### config.mk
export PLATFORM = sky130hd
export DESIGN_NAME = kv_command_line_parser
export DESIGN_NICKNAME = d
export VERILOG_FILES = /design/src/sv/kvclp_pkg.sv /design/src/sv/kv_command_line_parser.sv
export SDC_FILE = /design/constraint.sdc
export NUM_CORES = 1
export LEC_CHECK = 0
export BUFFER_PORTS_ARGS = -buffer_cell sky130_fd_sc_hd__clkbuf_2
export CORE_ASPECT_RATIO = 1.75
export CORE_MARGIN = 2
export CORE_UTILIZATION = 35
export CTS_CLUSTER_DIAMETER = 60
export DETAILED_ROUTE_END_ITERATION = 12
export GPL_TIMING_DRIVEN = 1
export MAX_ROUTING_LAYER = met4
export PLACE_DENSITY = 0.58
export SYNTH_ARGS = -nofsm -noshare
export SYNTH_HDL_FRONTEND = slang
export SYNTH_SLANG_ARGS = --single-unit
### constraint.sdc
create_clock -name clk -period 3.3 [get_ports clk]
set_input_delay 0.66 -clock clk [delete_from_list [all_inputs] [get_ports clk]]
set_output_delay 0.66 -clock clk [all_outputs]
set_load 0.03 [all_outputs]
### src/sv/kvclp_pkg.sv
// Package for the key-value command line parser.
// Holds command match tables, request kind codes and byte role codes.
// No dependencies.
package kvclp_pkg;

  localparam int unsigned KEY_MAX_DEF = 256;

  localparam int unsigned NUM_CAND   = 8;
  localparam int unsigned NUM_PREFIX = 6;

  localparam logic [7:0] CHAR_SPACE = 8'h20;

  typedef logic [3:0] kind_t;
  typedef logic [1:0] role_t;
  typedef logic [7:0] cand_text_t [NUM_CAND][8];
  typedef logic [2:0] cand_len_t [NUM_CAND];
  typedef kind_t cand_kind_t [NUM_CAND];

  localparam kind_t KIND_PARSE = 4'd0;
  localparam kind_t KIND_ARG   = 4'd1;
  localparam kind_t KIND_SET   = 4'd3;

  localparam role_t ROLE_NONE  = 2'd0;
  localparam role_t ROLE_KEY   = 2'd1;
  localparam role_t ROLE_VALUE = 2'd2;

  localparam logic [8:0] KEY_LEN_CAP = 9'd511;

  localparam cand_text_t CAND_TEXT = '{
    '{"G", "E", "T", " ", 8'h00, 8'h00, 8'h00, 8'h00},
    '{"S", "E", "T", " ", 8'h00, 8'h00, 8'h00, 8'h00},
    '{"D", "E", "L", " ", 8'h00, 8'h00, 8'h00, 8'h00},
    '{"I", "N", "C", "R", " ",  8'h00, 8'h00, 8'h00},
    '{"D", "E", "C", "R", " ",  8'h00, 8'h00, 8'h00},
    '{"U", "R", "L", " ", 8'h00, 8'h00, 8'h00, 8'h00},
    '{"F", "L", "U", "S", "H",  8'h00, 8'h00, 8'h00},
    '{"I", "N", "F", "O", 8'h00, 8'h00, 8'h00, 8'h00}
  };

  localparam cand_len_t CAND_LEN = '{3'd4, 3'd4, 3'd4, 3'd5, 3'd5, 3'd4, 3'd5, 3'd4};

  localparam cand_kind_t CAND_KIND = '{4'd2, 4'd3, 4'd4, 4'd5, 4'd6, 4'd7, 4'd8, 4'd9};

endpackage

### src/sv/kv_command_line_parser.sv
// Key-value command line parser: one module, per-byte parse state and result register.
// Depends on kvclp_pkg for match tables and code constants.
// The result for a byte is registered and appears in the cycle after its transaction is accepted.
// Throughput: one byte per cycle; the per-byte state update and the output register
// are the only stages, and a byte is taken whenever the output register is empty or drains.
// Reset (rst, synchronous, active high) clears the parse state to the command phase
// and empties the output register; the parse state also returns there after each last byte.
module kv_command_line_parser #(
  parameter int unsigned KEY_MAX = kvclp_pkg::KEY_MAX_DEF
) (
  input  logic                clk,
  input  logic                rst,
  input  logic                in_valid,
  output logic                in_stall,
  input  logic [7:0]          data_byte,
  input  logic                last_byte,
  output logic                out_valid,
  input  logic                out_stall,
  output logic [7:0]          byte_echo,
  output kvclp_pkg::role_t    byte_role,
  output logic                line_done,
  output kvclp_pkg::kind_t    request_kind,
  output logic [8:0]          key_length,
  output logic [15:0]         value_length
);

  import kvclp_pkg::*;

  localparam int unsigned KeyW = $clog2(KEY_MAX + 1);
  localparam int unsigned ExtW = (KeyW > 9) ? KeyW : 9;

  typedef enum logic [2:0] {
    PH_CMD,
    PH_KEY_START,
    PH_KEY,
    PH_SKIP,
    PH_VAL_START,
    PH_VAL,
    PH_TAIL
  } phase_t;

  phase_t                phase, phase_next;
  logic [2:0]            position, position_next;
  logic [NUM_CAND-1:0]   candidate_mask, candidate_mask_next;
  logic [KeyW-1:0]       key_count, key_count_next;
  logic [15:0]           value_count, value_count_next;
  logic                  arg_error, arg_error_next;
  kind_t                 matched_kind, matched_kind_next;

  role_t                 role_calc;
  kind_t                 kind_calc;
  logic [8:0]            klen_calc;
  logic [15:0]           vlen_calc;
  logic                  missing;
  logic [ExtW-1:0]       key_ext;
  logic                  in_accept;

  assign in_stall  = out_valid && out_stall;
  assign in_accept = in_valid && !in_stall;

  always_comb begin
    phase_next          = phase;
    position_next       = (position == 3'd7) ? position : position + 3'd1;
    candidate_mask_next = candidate_mask;
    key_count_next      = key_count;
    value_count_next    = value_count;
    arg_error_next      = arg_error;
    matched_kind_next   = matched_kind;
    role_calc           = ROLE_NONE;

    case (phase)
      PH_CMD: begin
        for (int i = 0; i < NUM_CAND; i++) begin
          if (candidate_mask[i]) begin
            if (position >= CAND_LEN[i] || CAND_TEXT[i][position] != data_byte) begin
              candidate_mask_next[i] = 1'b0;
            end else if ((position + 3'd1) == CAND_LEN[i]) begin
              if (i < NUM_PREFIX) begin
                matched_kind_next = CAND_KIND[i];
                phase_next        = PH_KEY_START;
              end else if (last_byte) begin
                matched_kind_next = CAND_KIND[i];
                phase_next        = PH_TAIL;
              end else begin
                candidate_mask_next[i] = 1'b0;
              end
            end
          end
        end
        if (phase_next == PH_CMD && candidate_mask_next == '0) begin
          matched_kind_next = KIND_PARSE;
          phase_next        = PH_TAIL;
        end
      end
      PH_KEY_START: begin
        if (data_byte == CHAR_SPACE) begin
          arg_error_next = 1'b1;
          phase_next     = PH_TAIL;
        end else begin
          role_calc      = ROLE_KEY;
          key_count_next = KeyW'(1);
          phase_next     = PH_KEY;
          if (key_count_next >= KeyW'(KEY_MAX)) begin
            phase_next = (matched_kind == KIND_SET) ? PH_SKIP : PH_TAIL;
          end
        end
      end
      PH_KEY: begin
        if (data_byte == CHAR_SPACE) begin
          phase_next = (matched_kind == KIND_SET) ? PH_VAL_START : PH_TAIL;
        end else begin
          role_calc      = ROLE_KEY;
          key_count_next = key_count + KeyW'(1);
          if (key_count_next >= KeyW'(KEY_MAX)) begin
            phase_next = (matched_kind == KIND_SET) ? PH_SKIP : PH_TAIL;
          end
        end
      end
      PH_SKIP: begin
        phase_next = PH_VAL_START;
      end
      PH_VAL_START: begin
        if (data_byte == CHAR_SPACE) begin
          arg_error_next = 1'b1;
          phase_next     = PH_TAIL;
        end else begin
          role_calc        = ROLE_VALUE;
          value_count_next = 16'd1;
          phase_next       = PH_VAL;
        end
      end
      PH_VAL: begin
        role_calc = ROLE_VALUE;
        if (value_count != 16'hFFFF) begin
          value_count_next = value_count + 16'd1;
        end
      end
      default: begin
      end
    endcase

    missing = arg_error_next || phase_next == PH_KEY_START || phase_next == PH_SKIP ||
              phase_next == PH_VAL_START ||
              (phase_next == PH_KEY && matched_kind_next == KIND_SET);
    key_ext = ExtW'(key_count_next);
    kind_calc = KIND_PARSE;
    klen_calc = '0;
    vlen_calc = '0;
    if (last_byte && matched_kind_next != KIND_PARSE && phase_next != PH_CMD) begin
      kind_calc = missing ? KIND_ARG : matched_kind_next;
      klen_calc = (key_ext > ExtW'(KEY_LEN_CAP)) ? KEY_LEN_CAP : key_ext[8:0];
      vlen_calc = missing ? 16'd0 : value_count_next;
    end
  end

  always_ff @(posedge clk) begin
    if (rst) begin
      phase          <= PH_CMD;
      position       <= '0;
      candidate_mask <= '1;
      key_count      <= '0;
      value_count    <= '0;
      arg_error      <= 1'b0;
      matched_kind   <= KIND_PARSE;
      out_valid      <= 1'b0;
    end else begin
      if (in_accept) begin
        if (last_byte) begin
          phase          <= PH_CMD;
          position       <= '0;
          candidate_mask <= '1;
          key_count      <= '0;
          value_count    <= '0;
          arg_error      <= 1'b0;
          matched_kind   <= KIND_PARSE;
        end else begin
          phase          <= phase_next;
          position       <= position_next;
          candidate_mask <= candidate_mask_next;
          key_count      <= key_count_next;
          value_count    <= value_count_next;
          arg_error      <= arg_error_next;
          matched_kind   <= matched_kind_next;
        end
        out_valid <= 1'b1;
      end else if (!out_stall) begin
        out_valid <= 1'b0;
      end
    end
  end

  always_ff @(posedge clk) begin
    if (in_accept) begin
      byte_echo    <= data_byte;
      byte_role    <= role_calc;
      line_done    <= last_byte;
      request_kind <= kind_calc;
      key_length   <= klen_calc;
      value_length <= vlen_calc;
    end
  end

`ifndef SYNTH
  a_mid_line_quiet: assert property (@(posedge clk) disable iff (rst)
    out_valid && !line_done |-> request_kind == KIND_PARSE && key_length == '0 &&
    value_length == '0)
    else $error("summary fields set on a non-final byte");

  a_parse_err_no_len: assert property (@(posedge clk) disable iff (rst)
    out_valid && line_done && request_kind == KIND_PARSE |->
    key_length == '0 && value_length == '0)
    else $error("lengths reported with a parse error");

  a_value_only_set: assert property (@(posedge clk) disable iff (rst)
    out_valid && value_length != '0 |-> request_kind == KIND_SET)
    else $error("value length reported for a non-SET request");

  a_line_restart: assert property (@(posedge clk) disable iff (rst)
    in_accept && last_byte |=> phase == PH_CMD && key_count == '0 &&
    value_count == '0 && candidate_mask == '1)
    else $error("parse state not restarted after last byte");

  a_value_role_after_key: assert property (@(posedge clk) disable iff (rst)
    in_accept && role_calc == ROLE_VALUE |-> matched_kind == KIND_SET && key_count != '0)
    else $error("value byte without a SET key");
`endif

endmodule

==> results of run 1 <==
[per-stage QoR]
step           cells  util [%]  instance area, µm²
2_1_floorplan    651         -                5507
3_3_place_gp     960     43.36                6673
3_5_place_dp     960     43.36                6673
4_1_cts          993     48.34                7440
5_1_grt          998     49.62                7636
6_report         998     49.62                7636
[metal layers]
layer	part of all wire, %	track usage (%)	wire length, µm	up-vias
met3	3.5	2.595	681	79
met2	55	44.90	10820	206
li1	-	-	-	2719
met1	33	21.63	6518	2758
met5	0	-	0	-
met4	7.6	17.09	1483	0
[path summary, 6_finish.rpt]
check	from	slack, ns	end	cells past startpoint
max	position[0]	-0.07	value_length[15]	13
min reg2reg	candidate_mask[3]	0.48	candidate_mask[3]	1
max reg2reg	position[0]	-0.07	value_length[15]	13
min	candidate_mask[3]	0.48	candidate_mask[3]	1
[flip-flops by register name, indices dropped and copies added (netlist names), 2 cells and up]
| name | cells |
|---|---|
| request_kind | 4 |
| position | 3 |
| value_length | 16 |
| value_count | 16 |
| matched_kind | 4 |
| byte_echo | 8 |
| key_length | 9 |
| phase | 3 |
| key_count | 9 |
| byte_role | 2 |
| candidate_mask | 8 |
[timing repair]
item                       CTS  global route
pin swaps                   21            34
setup endpoints to repair   29            29
gates cloned                 2             0
resized for setup           54            41
buffers inserted            15            10
[area by class of cell]
type	count	area [µm²]	area share, %
repair buffers	184	1364	17.86
clock buffers	11	232.7	3.048
inverters	20	82.58	1.081
clock inverters	5	52.55	0.6882
flip-flops and latches	85	2110	27.63
well taps	186	232.7	3.048
multi-input cells	507	3562	46.65
[power groups by stage]
stage / logic [mW] / registers, mW / clock network, mW
finish: 0.597 / 1.16 / 0.996
global route: 0.634 / 1.16 / 1.05
CTS: 0.587 / 1.16 / 1.01
detailed placement: 0.515 / 1.18 / 0
global placement: 0.511 / 1.18 / 0
floorplan: 0.245 / 1.23 / 0
[cells in the final DEF (no fill, tap or decap), types with 10 or more instances in the layout]
cell type	n
buf_4	115
nor2_1	85
clkbuf_2	53
nand2_1	44
dfxtp_1	43
edfxtp_1	40
a21oi_1	39
o21ai_0	37
nor3_1	21
nand3_1	20
a22oi_1	17
nor2b_1	16
inv_1	16
nand2b_1	12
nor2_2	12
xnor2_1	11
o22ai_1	10
[worst register-to-register path, cell delays in order, from the launching register on]
cell	delay (ns)
dfxtp_4	0.37
buf_6	0.13
buf_4	0.14
buf_4	0.17
or3_1	0.40
a221oi_2	0.39
and3_1	0.28
a31oi_1	0.06
a211o_1	0.34
o22ai_2	0.17
a31oi_4	0.12
o211ai_4	0.31
buf_6	0.20
nor2_2	0.04
[logic make-up after synthesis]
logic type	Yosys count	share of synthesized area [%]
AND/OR/NAND/NOR	282	26.39
AO/OA/AOI/OAI	189	24.13
flip-flops	85	38.32
buffers and inverters	59	4.539
XOR/XNOR	23	3.673
adder cells (fa/ha/maj)	12	2.737
multiplexers	1	0.2053
==> results.sh, run 1 <==
export IMPL_status="complete, but fails checks"
export IMPL_violations="negative setup slack"
export IMPL_area_growth_syn_to_layout_pct=39.21
export IMPL_dp_hpwl_um=14590
export IMPL_setup_slack_ns=-0.06776
export IMPL_synth_most_common_cell="nor2_1"
export IMPL_hold_viol=0
export IMPL_period_share_pct=102.1
export IMPL_worst_slew_pin_slew_ns=0.9938
export IMPL_routabilityCongestion=0.9745
export IMPL_first_iter_violations=276
export IMPL_pwr_share_seq_pct=42.2
export IMPL_clkPwrFrac_pct=36.2
export IMPL_firstDrtPassIters=5
export IMPL_p_comb_share_pct=21.7
export IMPL_yosys_most_used_dff="dfxtp_1"
export IMPL_grt_use_total_pct=23.81
export IMPL_clock_latency_ns=0.34
export IMPL_clock_path_buffers=2
export IMPL_setup_violations=18
export IMPL_num_rows=60
export IMPL_p_sw_uw=797.6
export IMPL_max_freq_mhz=296.9
export IMPL_hold_path_class="reg -> reg"
export IMPL_synth_top_area_share_pct=21.90
export IMPL_cp_max_fo=5
export IMPL_fin_hold_ws_ns=0.4817
export IMPL_vias_per_cell=5.774
export IMPL_p_int_mw=1.956
export IMPL_ctsHoldBuffers=0
export IMPL_cp_num_buf_inv=4
export IMPL_preCtsSetupSlack_ns=-0.6207
export IMPL_start_util_pct=35.64
export IMPL_routed_wl_um=19500
export IMPL_drive_above_1_share_pct=35.34
export IMPL_nNetsFinal=832
export IMPL_path_clk_slew_ns=0.07
export IMPL_coreArea_um2=15390
export IMPL_antenna_found_initial=0
export IMPL_ys_seq_elements=85
export IMPL_fin_crit_ns=3.368
export IMPL_drv_cap=0
export IMPL_drc_errors=0
export IMPL_io_buffers=54
export IMPL_cts_tree="yes"
export IMPL_worstPathArrival_ns=3.44
export IMPL_htree_levels=3
export IMPL_crit_chain="buf_6 > buf_4 > buf_4 > or3_1 > a221oi_2 > and3_1 > a31oi_1 > a211o_1 > o22ai_2 > a31oi_4 > o211ai_4 > buf_6 > nor2_2"
export IMPL_grt_pass1_wl_um=30220
export IMPL_p_per_area_nw_per_um2=360.6
export IMPL_clock_root_buffer="clkbuf_16"
export IMPL_clock_sinks=85
export IMPL_ant_nets=0
export IMPL_cp_top_family="compound AO/OA/AOI/OAI gates"
export IMPL_power_share_switching_pct=28.96
export IMPL_synth_edf_count=40
export IMPL_wl_per_cell_um=19.54
export IMPL_avgSynthCellArea_um2=8.426
export IMPL_mappedNetlistArea_um2=5485
export IMPL_grt_pass1_vias=5769
export IMPL_antenna_cells=0
export IMPL_fillers=1469
export IMPL_die_w_um=98.64
export IMPL_crit_slowest_cell="or3_1"
export IMPL_final_setup_skew_ns=0.01283
export IMPL_io_pins=55
export IMPL_slowest_delay_ns=0.40
export IMPL_async_flop_share_pct=0
export IMPL_cp_end_kind="flip-flop"
export IMPL_vias=5762
export IMPL_ys_types=85
export IMPL_crit_required_ns=3.38
export IMPL_yosysSeqAreaShare_pct=38.32
export IMPL_yosys_area_top_type="edfxtp_1"
export IMPL_syn_nets=676
export IMPL_grt_max_degree=44
export IMPL_tns_ns=-0.8342
export IMPL_cts_buffers=9
export IMPL_postSynthCellCount=651
export IMPL_drv_slew=0
export IMPL_start_kind="flip-flop"
export IMPL_synthTopCellsByCount="nor2_1, dfxtp_1, nand2_1"
export IMPL_fp_dieH_um=169.6
export IMPL_synth_area_top_cells="edfxtp_1, dfxtp_1, nor2_1"
export IMPL_critPathKind="reg -> reg"
export IMPL_rsz0062_at_grt="yes"
export IMPL_ys_warn_count=0
export IMPL_vdd_ir_drop_max_v=0.0002536
export IMPL_die_area_um2=16730
export IMPL_relSlewSlack_pct=33.75
export IMPL_grt_ovfl_total=0
export IMPL_power_leakage_nw=2.901
export IMPL_p_total_mw=2.754
(Power assumes the default switching activity.)
==> run 2, diff against run 1 <==
Settings changed: REMOVE_ABC_BUFFERS from default to 1.
==> results.sh, run 2 (same netlist as run 1, synthesis figures left out) <==
export IMPL_vias=5717
export IMPL_cts_buffers=9
export IMPL_drv_slew=0
export IMPL_firstDrtPassIters=5
export IMPL_die_w_um=98.64
export IMPL_area_growth_syn_to_layout_pct=38.96
export IMPL_drc_errors=0
export IMPL_status="complete, but fails checks"
export IMPL_setup_slack_ns=-0.07431
export IMPL_setup_violations=18
export IMPL_final_cells=997
export IMPL_critPathKind="reg -> reg"
export IMPL_p_total_mw=2.803
export IMPL_clock_sinks=85
export IMPL_fin_crit_ns=3.374
export IMPL_max_freq_mhz=296.4
export IMPL_cts_tree="yes"
export IMPL_dp_hpwl_um=14380
export IMPL_routabilityCongestion=0.9496
export IMPL_reg2reg_depth=17
export IMPL_relSlewSlack_pct=59.97
export IMPL_vdd_ir_drop_max_v=0.0001934
export IMPL_rsz0062_at_grt="yes"
export IMPL_power_leakage_nw=2.934
export IMPL_dpl_cell_area_um2=6703
export IMPL_clock_path_buffers=2
export IMPL_clock_root_buffer="clkbuf_16"
export IMPL_routed_wl_um=18940
export IMPL_fillers=1440
export IMPL_start_util_pct=35.64
export IMPL_die_area_um2=16730
export IMPL_vias_per_cell=5.734
export IMPL_fin_hold_ws_ns=0.4980
export IMPL_final_setup_skew_ns=0.005711
export IMPL_num_rows=60
export IMPL_worstPathArrival_ns=3.56
export IMPL_drv_cap=0
export IMPL_hold_viol=0
export IMPL_fp_dieH_um=169.6
export IMPL_violations="negative setup slack"
export IMPL_crit_required_ns=3.49
export IMPL_nNetsFinal=831
export IMPL_mostFrequentLayoutCells="buf_4, nor2_1, clkbuf_2"
export IMPL_grt_pass1_vias=5749
export IMPL_grt_pass1_wl_um=29950
export IMPL_first_iter_violations=295
export IMPL_grt_use_total_pct=23.31
export IMPL_antenna_found_initial=0
export IMPL_design_area_um2=7622
export IMPL_ant_nets=0
export IMPL_grt_ovfl_total=0
export IMPL_io_buffers=54
export IMPL_antenna_cells=0
export IMPL_start_kind="flip-flop"
export IMPL_drive_above_1_share_pct=35.02
export IMPL_path_clk_slew_ns=0.06
export IMPL_htree_levels=3
export IMPL_worst_slew_pin_slew_ns=0.5942
export IMPL_reg_largest_list="value_count: 16 flops, value_length: 16 flops"
export IMPL_period_share_pct=102.3
export IMPL_wl_per_cell_um=19.00
export IMPL_grt_max_degree=28
export IMPL_coreArea_um2=15390
export IMPL_p_per_area_nw_per_um2=367.7
export IMPL_cp_max_fo=9
export IMPL_clock_latency_ns=0.34
export IMPL_min_path_cells=2
export IMPL_dp_cells=967
export IMPL_io_pins=55
export IMPL_layout_commonest_cell="buf_4"
export IMPL_hold_path_class="reg -> reg"
export IMPL_cp_end_kind="flip-flop"
==> run 2: changes by cell type in the layout (fill, tap and decap cells not counted), sizes merged <==
| cell | delta |
|---|---|
| buf | -2 |
| clkinv | -2 |
| clkinvlp | +2 |
| clkbuf | +1 |
==> run 2: repair_timing <==
| item | 4_1_cts | 5_1_grt |
|---|---|---|
| hold endpoints to repair | 0 | 0 |
| gates cloned | 1 | 0 |
| pin swaps | 16 | 22 |
| endpoints found under the setup margin | 29 | 29 |
| hold buffers | 0 | 0 |
| buffers inserted | 8 | 6 |
| resized for setup | 58 | 38 |
==> run 2: metrics by stage <==
stage,setup TNS [ns],worst slack (ns),util [%]
2_1_floorplan,-8.643,-0.4361,-
3_5_place_dp,-11.97,-0.5088,43.55
6_report,-0.5737,-0.07431,49.53
4_1_cts,-0.6080,-0.06516,48.11
3_3_place_gp,-10.78,-0.4576,43.55
5_1_grt,-2.973,-0.1631,49.53
==> run 2: power breakdown <==
| group | internal [mW] | total [mW] | leakage (nW) | switching (mW) |
|---|---|---|---|---|
| Combinational | 0.233 | 0.594 | 2.02 | 0.361 |
| Sequential | 1.14 | 1.16 | 0.765 | 0.0209 |
| Clock | 0.628 | 1.05 | 0.148 | 0.420 |
==> run 2: layer usage <==
layer	vias to the layer above	track usage, %	part of all wire, %	wire length, µm
li1	2721	-	-	-
met1	2741	21.71	34	6418
met2	175	44.04	56	10520
met3	80	2.677	3.1	582
met4	0	15.13	7.5	1413
met5	-	-	0	0
==> run 2: worst max-delay path, stage by stage, from the launching register on <==
cell       delay (ns)
dfxtp_4          0.39
inv_4            0.05
buf_6            0.12
ha_4             0.19
buf_4            0.14
nand2_1          0.06
nor3_1           0.06
a311o_2          0.44
buf_6            0.15
o2111ai_4        0.20
a221oi_2         0.08
or3b_1           0.40
o21a_1           0.16
a31oi_4          0.23
o211ai_4         0.10
buf_6            0.14
buf_12           0.13
nor3_2           0.17
==> run 2: final cells by class <==
cell class	instances	area, µm²	area share, %
clock buffer	11	252.7	3.316
clock inverter	5	58.81	0.7715
inverter	20	82.58	1.083
multi-input combinational	507	3568	46.82
sequential	85	2110	27.68
tap	186	232.7	3.053
timing repair buffer	183	1318	17.28
==> run 2: path summary, 6_finish.rpt <==
kind	slack [ns]	end	from
worst max register to register	-0.07	value_length[7]	position[0]
worst max-delay path	-0.07	value_length[7]	position[0]
worst min-delay path	0.50	arg_error	arg_error
worst min register to register	0.50	arg_error	arg_error
==> run 3, diff against run 2 <==
Settings changed: SETUP_SLACK_MARGIN from default to 0.5.
==> results.sh, run 3 (same netlist as run 1, synthesis figures left out) <==
export IMPL_status="complete, but fails checks"
export IMPL_violations="negative setup slack"
export IMPL_drc_errors=0
export IMPL_setup_violations=18
export IMPL_vdd_ir_drop_max_v=0.0001927
export IMPL_grt_max_degree=28
export IMPL_firstDrtPassIters=5
export IMPL_drv_cap=0
export IMPL_design_area_um2=7752
export IMPL_pwr_share_seq_pct=41.0
export IMPL_clock_root_buffer="clkbuf_16"
export IMPL_worstPathArrival_ns=3.44
export IMPL_seqCellArea_um2=2110
export IMPL_reg_largest_list="value_count: 16 flops, value_length: 16 flops"
export IMPL_path_clk_slew_ns=0.06
export IMPL_clock_sinks=85
export IMPL_hold_viol=0
export IMPL_clock_latency_ns=0.34
export IMPL_ant_nets=0
export IMPL_htree_levels=3
export IMPL_wl_per_cell_um=19.12
export IMPL_vias=5707
export IMPL_num_rows=60
export IMPL_setup_slack_ns=-0.05273
export IMPL_routed_wl_um=19100
export IMPL_mostFrequentLayoutCells="buf_4, nor2_1, clkbuf_2"
export IMPL_drv_slew=0
export IMPL_dpl_cell_area_um2=6703
export IMPL_multi_input_area_um2=3650
export IMPL_max_freq_mhz=298.3
export IMPL_cp_end_kind="flip-flop"
export IMPL_fin_crit_ns=3.353
export IMPL_hold_path_class="reg -> reg"
export IMPL_nNetsFinal=833
export IMPL_first_iter_violations=337
export IMPL_routabilityCongestion=0.9496
export IMPL_dp_cells=967
export IMPL_critPathKind="reg -> reg"
export IMPL_fp_dieH_um=169.6
export IMPL_coreArea_um2=15390
export IMPL_grt_use_total_pct=23.55
export IMPL_grt_ovfl_total=0
export IMPL_p_sw_uw=814.4
export IMPL_die_area_um2=16730
export IMPL_relSlewSlack_pct=59.32
export IMPL_power_leakage_nw=2.967
export IMPL_vias_per_cell=5.713
export IMPL_period_share_pct=101.6
export IMPL_io_pins=55
export IMPL_dp_hpwl_um=14380
export IMPL_p_comb_share_pct=22.0
export IMPL_area_growth_syn_to_layout_pct=41.33
export IMPL_clock_path_buffers=2
export IMPL_grt_pass1_wl_um=30280
export IMPL_final_setup_skew_ns=0.006374
export IMPL_p_per_area_nw_per_um2=365.4
export IMPL_tns_ns=-0.7666
export IMPL_layout_commonest_cell="buf_4"
export IMPL_cts_tree="yes"
export IMPL_die_w_um=98.64
export IMPL_fillers=1413
export IMPL_start_util_pct=35.64
export IMPL_p_int_mw=2.018
export IMPL_io_buffers=54
export IMPL_ctsHoldBuffers=0
export IMPL_crit_required_ns=3.39
export IMPL_antenna_found_initial=0
export IMPL_cts_buffers=9
export IMPL_drive_above_1_share_pct=37.39
export IMPL_worst_slew_pin_slew_ns=0.6039
export IMPL_grt_pass1_vias=5803
export IMPL_start_kind="flip-flop"
export IMPL_preCtsSetupSlack_ns=-0.5088
export IMPL_fin_hold_ws_ns=0.4982
export IMPL_cp_max_fo=5
export IMPL_rsz0062_at_grt="yes"
export IMPL_clkPwrFrac_pct=37.0
export IMPL_power_share_switching_pct=28.75
export IMPL_antenna_cells=0
export IMPL_final_cells=999
run 3: worst paths after layout:
kind / cells after the start / to / slack (ns) / from
setup reg to reg: 17 / value_length[11] / -0.05 / position[0]
setup / recovery: 17 / value_length[11] / -0.05 / position[0]
hold reg to reg: 2 / arg_error / 0.50 / arg_error
hold / removal: 2 / arg_error / 0.50 / arg_error
run 3: what timing repair did:
| item | 4_1_cts | 5_1_grt |
|---|---|---|
| gates cloned | 1 | 1 |
| gates resized for setup | 76 | 46 |
| pin swaps | 28 | 30 |
| buffers inserted | 10 | 4 |
| setup endpoints to repair | 37 | 38 |
| endpoints found under the hold margin | 0 | 0 |
run 3: layout make-up:
class	count	area share, %
multi-input cells	507	47.08
flip-flops and latches	85	27.21
repair buffers	185	17.66
clock buffers	11	3.260
well taps	186	3.002
inverters	20	1.033
clock inverters	5	0.7586
run 3: critical path, cell delays in order, from the launching register on:
cell	delay (ns)
dfxtp_4	0.38
inv_4	0.05
buf_6	0.12
ha_4	0.19
or4b_4	0.50
o21ai_2	0.07
a22o_1	0.19
a41oi_4	0.15
o311ai_2	0.28
buf_4	0.16
a21o_1	0.18
buf_6	0.12
buf_4	0.10
o21ai_2	0.06
o211ai_4	0.22
buf_6	0.15
clkbuf_16	0.14
nor2_2	0.03
run 3: stage by stage:
step           total power, mW  utilization [%]
3_3_place_gp             1.686            43.55
4_1_cts                  2.807            48.62
2_1_floorplan            1.446                -
3_5_place_dp             1.692            43.55
5_1_grt                  2.931            50.37
6_report                 2.833            50.37
run 3: power groups by stage:
stage	Clock (mW)	Combinational [mW]	Sequential, mW
after floorplan	0	0.207	1.24
after global placement	0	0.502	1.18
after CTS	1.07	0.577	1.16
final	1.05	0.624	1.16
after global routing	1.11	0.661	1.17
after detailed placement	0	0.507	1.19
run 3: per-layer routing:
metal	GRT usage (%)	share of wire, %
met5	-	0
met4	14.53	6.5
met3	2.759	2.7
met2	44.84	56
met1	21.92	34
